### src/mps_pkg.sv
// Package: widths, operation codes, constants and the axis move function of the metaball shader.
`default_nettype none
package mps_pkg;

   // operation codes
   localparam int OP_W = 2;
   localparam logic [OP_W-1:0] OP_LOAD    = 2'd0;
   localparam logic [OP_W-1:0] OP_ADVANCE = 2'd1;
   localparam logic [OP_W-1:0] OP_SHADE   = 2'd2;

   // field widths
   localparam int IDX_W    = 2;
   localparam int POS_W    = 12;
   localparam int VEL_W    = 8;
   localparam int RAD_W    = 10;
   localparam int PIX_W    = 4;
   localparam int FRAC_W   = 8;
   localparam int BRIGHT_W = 8;

   localparam int BALL_COUNT = 4;

   // ball motion, signed Q.8 with headroom for overshoot
   localparam int POSX_W = POS_W + 2;
   localparam logic signed [POSX_W-1:0] BOUNCE_LOW  = 14'sd256;
   localparam logic signed [POSX_W-1:0] BOUNCE_HIGH = 14'sd3584;
   localparam logic signed [POSX_W-1:0] CLAMP_LOW   = 14'sd128;
   localparam logic signed [POSX_W-1:0] CLAMP_HIGH  = 14'sd3968;
   localparam logic signed [VEL_W-1:0]  VEL_MIN     = -8'sd128;
   localparam logic signed [VEL_W-1:0]  VEL_MAX     = 8'sd127;

   // field arithmetic
   localparam int DELTA_W    = POS_W + 1;
   localparam int SQ_W       = 2 * POS_W;
   localparam int D2_W       = SQ_W + 1;
   localparam int R2_W       = 2 * RAD_W;
   localparam int SCALE_W    = 16;
   localparam int DIVIDEND_W = R2_W + SCALE_W;
   localparam int QUO_W      = 24;
   localparam int HEAD_W     = DIVIDEND_W - QUO_W;
   localparam int DIV_STAGES = QUO_W;
   localparam logic [D2_W-1:0] DIST_FLOOR = 25'd6554;

   // sum and brightness mapping
   localparam int SUM_W      = 24;
   localparam int SUM_WIDE_W = SUM_W + 4;
   localparam int SUM5_W     = SUM_W + 3;
   localparam logic [SUM_W-1:0]  SUM_MAX   = {SUM_W{1'b1}};
   localparam logic [SUM5_W-1:0] LIT_EDGE5 = 27'd262144;
   localparam logic [SUM_W-1:0]  FULL_EDGE = 24'd131072;
   localparam int EXCESS_W     = 19;
   localparam int PROD_W       = EXCESS_W + 7;
   localparam int BRIGHT_MUL   = 85;
   localparam int BRIGHT_SHIFT = 17;

   // pipeline: three front stages, divider, sum stage, threshold stage
   localparam int TAG_DEPTH = 3 + DIV_STAGES + 2;

   typedef struct packed {
      logic [POS_W-1:0]        pos;
      logic signed [VEL_W-1:0] vel;
   } mps_axis_type;

   // move one coordinate by its velocity, bounce and clamp
   function automatic mps_axis_type move_axis(input logic [POS_W-1:0] pos,
                                              input logic signed [VEL_W-1:0] vel);
      logic signed [POSX_W-1:0] p;
      mps_axis_type res;
      p = $signed({2'b00, pos}) + POSX_W'(vel);
      res.vel = vel;
      if (p < BOUNCE_LOW || p > BOUNCE_HIGH) begin
         res.vel = (vel == VEL_MIN) ? VEL_MAX : -vel;
      end
      if (p < CLAMP_LOW) begin
         res.pos = CLAMP_LOW[POS_W-1:0];
      end else if (p > CLAMP_HIGH) begin
         res.pos = CLAMP_HIGH[POS_W-1:0];
      end else begin
         res.pos = p[POS_W-1:0];
      end
      return res;
   endfunction

endpackage
`default_nettype wire

### src/mps_div.sv
// Pipelined restoring divider: one quotient bit per stage.
`default_nettype none
module mps_div (
   input  wire logic                           clock,
   input  wire logic                           en,
   input  wire logic [mps_pkg::DIVIDEND_W-1:0] dividend,
   input  wire logic [mps_pkg::D2_W-1:0]       divisor,
   output logic [mps_pkg::QUO_W-1:0]           quotient
);
   import mps_pkg::*;

   logic [D2_W-1:0]  rem_ff  [DIV_STAGES];
   logic [QUO_W-1:0] low_ff  [DIV_STAGES];
   logic [D2_W-1:0]  div_ff  [DIV_STAGES];
   logic [QUO_W-1:0] quo_ff  [DIV_STAGES];

   logic [D2_W-1:0]  rem_src [DIV_STAGES];
   logic [QUO_W-1:0] low_src [DIV_STAGES];
   logic [D2_W-1:0]  div_src [DIV_STAGES];
   logic [QUO_W-1:0] quo_src [DIV_STAGES];

   logic [D2_W-1:0]  rem_in  [DIV_STAGES];
   logic [QUO_W-1:0] low_in  [DIV_STAGES];
   logic [QUO_W-1:0] quo_in  [DIV_STAGES];
   logic [D2_W:0]    trial   [DIV_STAGES];

   // the head bits stay below the divisor floor, so the quotient fits QUO_W bits
   always_comb begin
      rem_src[0] = {{(D2_W-HEAD_W){1'b0}}, dividend[DIVIDEND_W-1 -: HEAD_W]};
      low_src[0] = dividend[QUO_W-1:0];
      div_src[0] = divisor;
      quo_src[0] = '0;
      for (int k = 1; k < DIV_STAGES; k++) begin
         rem_src[k] = rem_ff[k-1];
         low_src[k] = low_ff[k-1];
         div_src[k] = div_ff[k-1];
         quo_src[k] = quo_ff[k-1];
      end
   end

   // one compare and subtract per stage
   always_comb begin
      for (int k = 0; k < DIV_STAGES; k++) begin
         trial[k]  = {rem_src[k], low_src[k][QUO_W-1]};
         low_in[k] = {low_src[k][QUO_W-2:0], 1'b0};
         if (trial[k] >= {1'b0, div_src[k]}) begin
            rem_in[k] = D2_W'(trial[k] - {1'b0, div_src[k]});
            quo_in[k] = {quo_src[k][QUO_W-2:0], 1'b1};
         end else begin
            rem_in[k] = trial[k][D2_W-1:0];
            quo_in[k] = {quo_src[k][QUO_W-2:0], 1'b0};
         end
      end
   end

   // advance all stages together
   always_ff @(posedge clock) begin
      if (en) begin
         for (int k = 0; k < DIV_STAGES; k++) begin
            rem_ff[k] <= rem_in[k];
            low_ff[k] <= low_in[k];
            div_ff[k] <= div_src[k];
            quo_ff[k] <= quo_in[k];
         end
      end
   end

   assign quotient = quo_ff[DIV_STAGES-1];

endmodule
`default_nettype wire

### config.mk
export PLATFORM = sky130hd
export DESIGN_NAME = mps_div
export DESIGN_NICKNAME = d
export VERILOG_FILES = /design/src/mps_pkg.sv /design/src/mps_div.sv
export SDC_FILE = /design/constraint.sdc
export NUM_CORES = 2
export LEC_CHECK = 0
export BUFFER_PORTS_ARGS = -buffer_cell sky130_fd_sc_hd__buf_2
export CAP_MARGIN = 0
export CORE_ASPECT_RATIO = 0.5
export CORE_MARGIN = 2
export CORE_UTILIZATION = 69
export DETAILED_ROUTE_END_ITERATION = 6
export PLACE_DENSITY = 0.86
export RECOVER_POWER = 100
export SLEW_MARGIN = 20
export SYNTH_ARGS = -nofsm -noshare
export SYNTH_HDL_FRONTEND = slang
export SYNTH_SLANG_ARGS = --single-unit
### constraint.sdc
create_clock -name clock -period 10.4 [get_ports clock]
set_input_delay 1.04 -clock clock [delete_from_list [all_inputs] [get_ports clock]]
set_output_delay 1.04 -clock clock [all_outputs]
set_load 0.005 [all_outputs]
==> impl_metrics.toml <==
[sta]
worst_clock_skew_ps = 35.9
setup_viol = 0
post-route-min-period_ps = 6460
tightest_slew_ps = 6960
slew_headroom_pct = -364
grt_setup_unrepaired = "no"
maxSlewViolCount = 1827
hold_viol = 0
fin_ws_ps = 3940
fin_setup_tns_ps = 0
finalCritPeriodShare_pct = 62.1
max_freq_mhz = 155

[floorplan]
die_y_um = 257
start_util_pct = 69.9
core_area_sq_mm = 0.127
die_w_um = 511
row_count = 92
die_area_sq_mm = 0.132
io_pins = 87

[critical_path]
cp_slowest_cell = "clkbuf_1"
cpPeakStageDelay_ps = 4780
crit_family = "buffers and inverters"
worstPathMaxFanout = 173
worstSetupPathType = "in2reg"
path_buf_inv = 2
start_kind = "primary input"
crit_chain = "buf_12 -> clkbuf_1"
cp_data_arrival_time_ps = 6660
required_ps = 10600
cp-end-kind = "register"

[synthesis]
synth_edf_count = 1726
yosys.cell_types.count = 109
syn_area_per_cell_sq_um = 12.2
synthTopCellsByCount = "edfxtp_1 (1,726), inv_1 (758), ha_1 (588), a21oi_1 (548), nand2_1 (516)"
async_reset_ff_share_pct = 0
synth_nets = 7959
ys_warn_count = 0
synth_top_area_share_pct = 58.5
synth_top_flop_cell = "edfxtp_1"
ys_seq_elements = 1726
syn_area_sq_mm = 0.0886
netlist_top_cells_area = "edfxtp_1 (58%), ha_1 (8.3%), inv_1 (3.2%)"
synth_top_cell_by_area = "edfxtp_1"
synth.most_common_cell = "edfxtp_1"
synth_cells = 7285
yosysSeqAreaShare_pct = 58.5

[routing]
antenna_left = 0
drtPass1Iterations = 7
route.detailed.drc = 13
drt_iter0_markers = 4317
via_per_inst = 6.08
vias = 55900
routedWlPerCell_um = 18.6
drt_wl_total_um = 171000

[clock_network]
cts_buffers = 150
cts.path.max_buffers = 3
post_cts_buffers = 0
clock_latency_ps = 810
cts_resized = 0
cts_tree = "built"
clockRootBuffer = "clkbuf_16"
ctsHoldBuffers = 0
clk_pin_slew_ps = 70
clock-sinks = 1726
htreeDepth = 4

[global_route]
antenna_found_initial = 0
grt_use_total_pct = 25.8
grt_pass1_vias = 56700
grt-ovfl-total = 0
grt_max_degree = 202
grt_pass1_wl_um = 274000

[power]
p_leak_nw = 37.8
power.total_w = 0.0283
p_per_area_mw_per_mm2 = 298
max-vdd-ir-drop_v = 0.000212

[hold_path]
worstHoldPathType = "in2reg"

[place]
place_ws_ps = 5770
io_buffers = 86
placed_cell_area_sq_mm = 0.0907
place_inst = 8932
post-dp-hpwl_um = 116000
gp_congestion = 0.941

[run_status]
outcome = "complete, but fails checks"
violations = "design-rule violations, max-capacitance violations, max-slew violations"

[final_layout]
fin_area_sq_mm = 0.0952
drive_gt1_share_pct = 6.92
nFillCells = 7822
layoutNonFillerInstCount = 9197
final_nets = 8067
n_antenna_cell = 0
area_growth_syn_to_layout_pct = 7.42

[flow_run]
maxCapViolCount = 29
cell type report:
| class | instances | area, sq um | area share [%] |
|---|---|---|---|
| Clock inverter | 86 | 1020 | 1.07 |
| Sequential cell | 1726 | 51800 | 54.4 |
| Tap cell | 1692 | 2120 | 2.22 |
| Timing Repair Buffer | 123 | 611 | 0.641 |
| Multi-Input combinational cell | 4634 | 32900 | 34.6 |
| Clock buffer | 178 | 3880 | 4.08 |
| Inverter | 758 | 2850 | 2.99 |
flip-flops by register name, indices dropped and copies added, names as in the netlist:
name	count
div_ff	575
quo_ff	300
rem_ff	575
low_ff	276
report_power, final:
group,total [W],switching [W],internal [W]
logic,0.0119,0.00684,0.00510
registers,0.0108,0.000821,0.00994
clock network,0.00564,0.00257,0.00308
total,0.0283,0.0102,0.0181
path summary, 6_finish.rpt:
check / startpoint / end / slack [ps] / depth (start not counted)
worst min-delay path: dividend[5] / low_ff[0][5] / 410 / 1
worst max register to register: low_ff[2][45] / rem_ff[2][51] / 4580 / 14
worst min register to register: quo_ff[2][141] / quo_ff[2][166] / 410 / 0
worst max-delay path: en / quo_ff[2][16] / 3940 / 2
metal layers:
metal | vias up | track usage, % | wire length [um]
li1 | 27000 | - | -
met1 | 26500 | 26.7 | 62400
met2 | 1793 | 50.0 | 91800
met3 | 590 | 3.44 | 6910
met4 | 0 | 14.1 | 9600
met5 | - | 0 | 0
kinds of logic (layout without fill, tap and decap cells):
| logic type | after synthesis | after routing | share of synthesized area (%) |
|---|---|---|---|
| AOI/OAI and AO/OA | 1850 | 1850 | 13.2 |
| DFF | 1726 | 1726 | 58.5 |
| and+or+nand+nor | 1496 | 1496 | 7.96 |
| buffers and inverters | 925 | 1145 | 4.19 |
| adders and majority gates | 611 | 611 | 8.82 |
| xor gates and xnor gates | 458 | 458 | 4.53 |
| muxes | 219 | 219 | 2.86 |
cell usage in the layout, fill, tap and decap left out, types with 60 or more instances in the layout:
cell	count
clkbuf_16	151
nand4_1	76
nand2b_1	70
mux2_2	177
nor3_1	90
xor2_1	196
a31oi_1	62
inv_1	758
a21o_1	222
nand2_1	516
a211oi_1	60
o21a_1	75
o21bai_1	71
nor2_1	371
edfxtp_1	1726
buf_2	61
clkbuf_1	81
xnor2_1	262
nor2b_1	67
ha_1	588
nand3_1	96
o21ai_0	501
a21oi_1	548
stage by stage:
stage | hold WS [ps] | utilization (%)
detailed placement | 405 | 71.6
floorplan | 400 | -
CTS | 367 | 75.5
global placement | 400 | 71.6
finish | 409 | 75.1
global route | 377 | 75.1
Note: power is estimated with default switching activity, not from simulation.
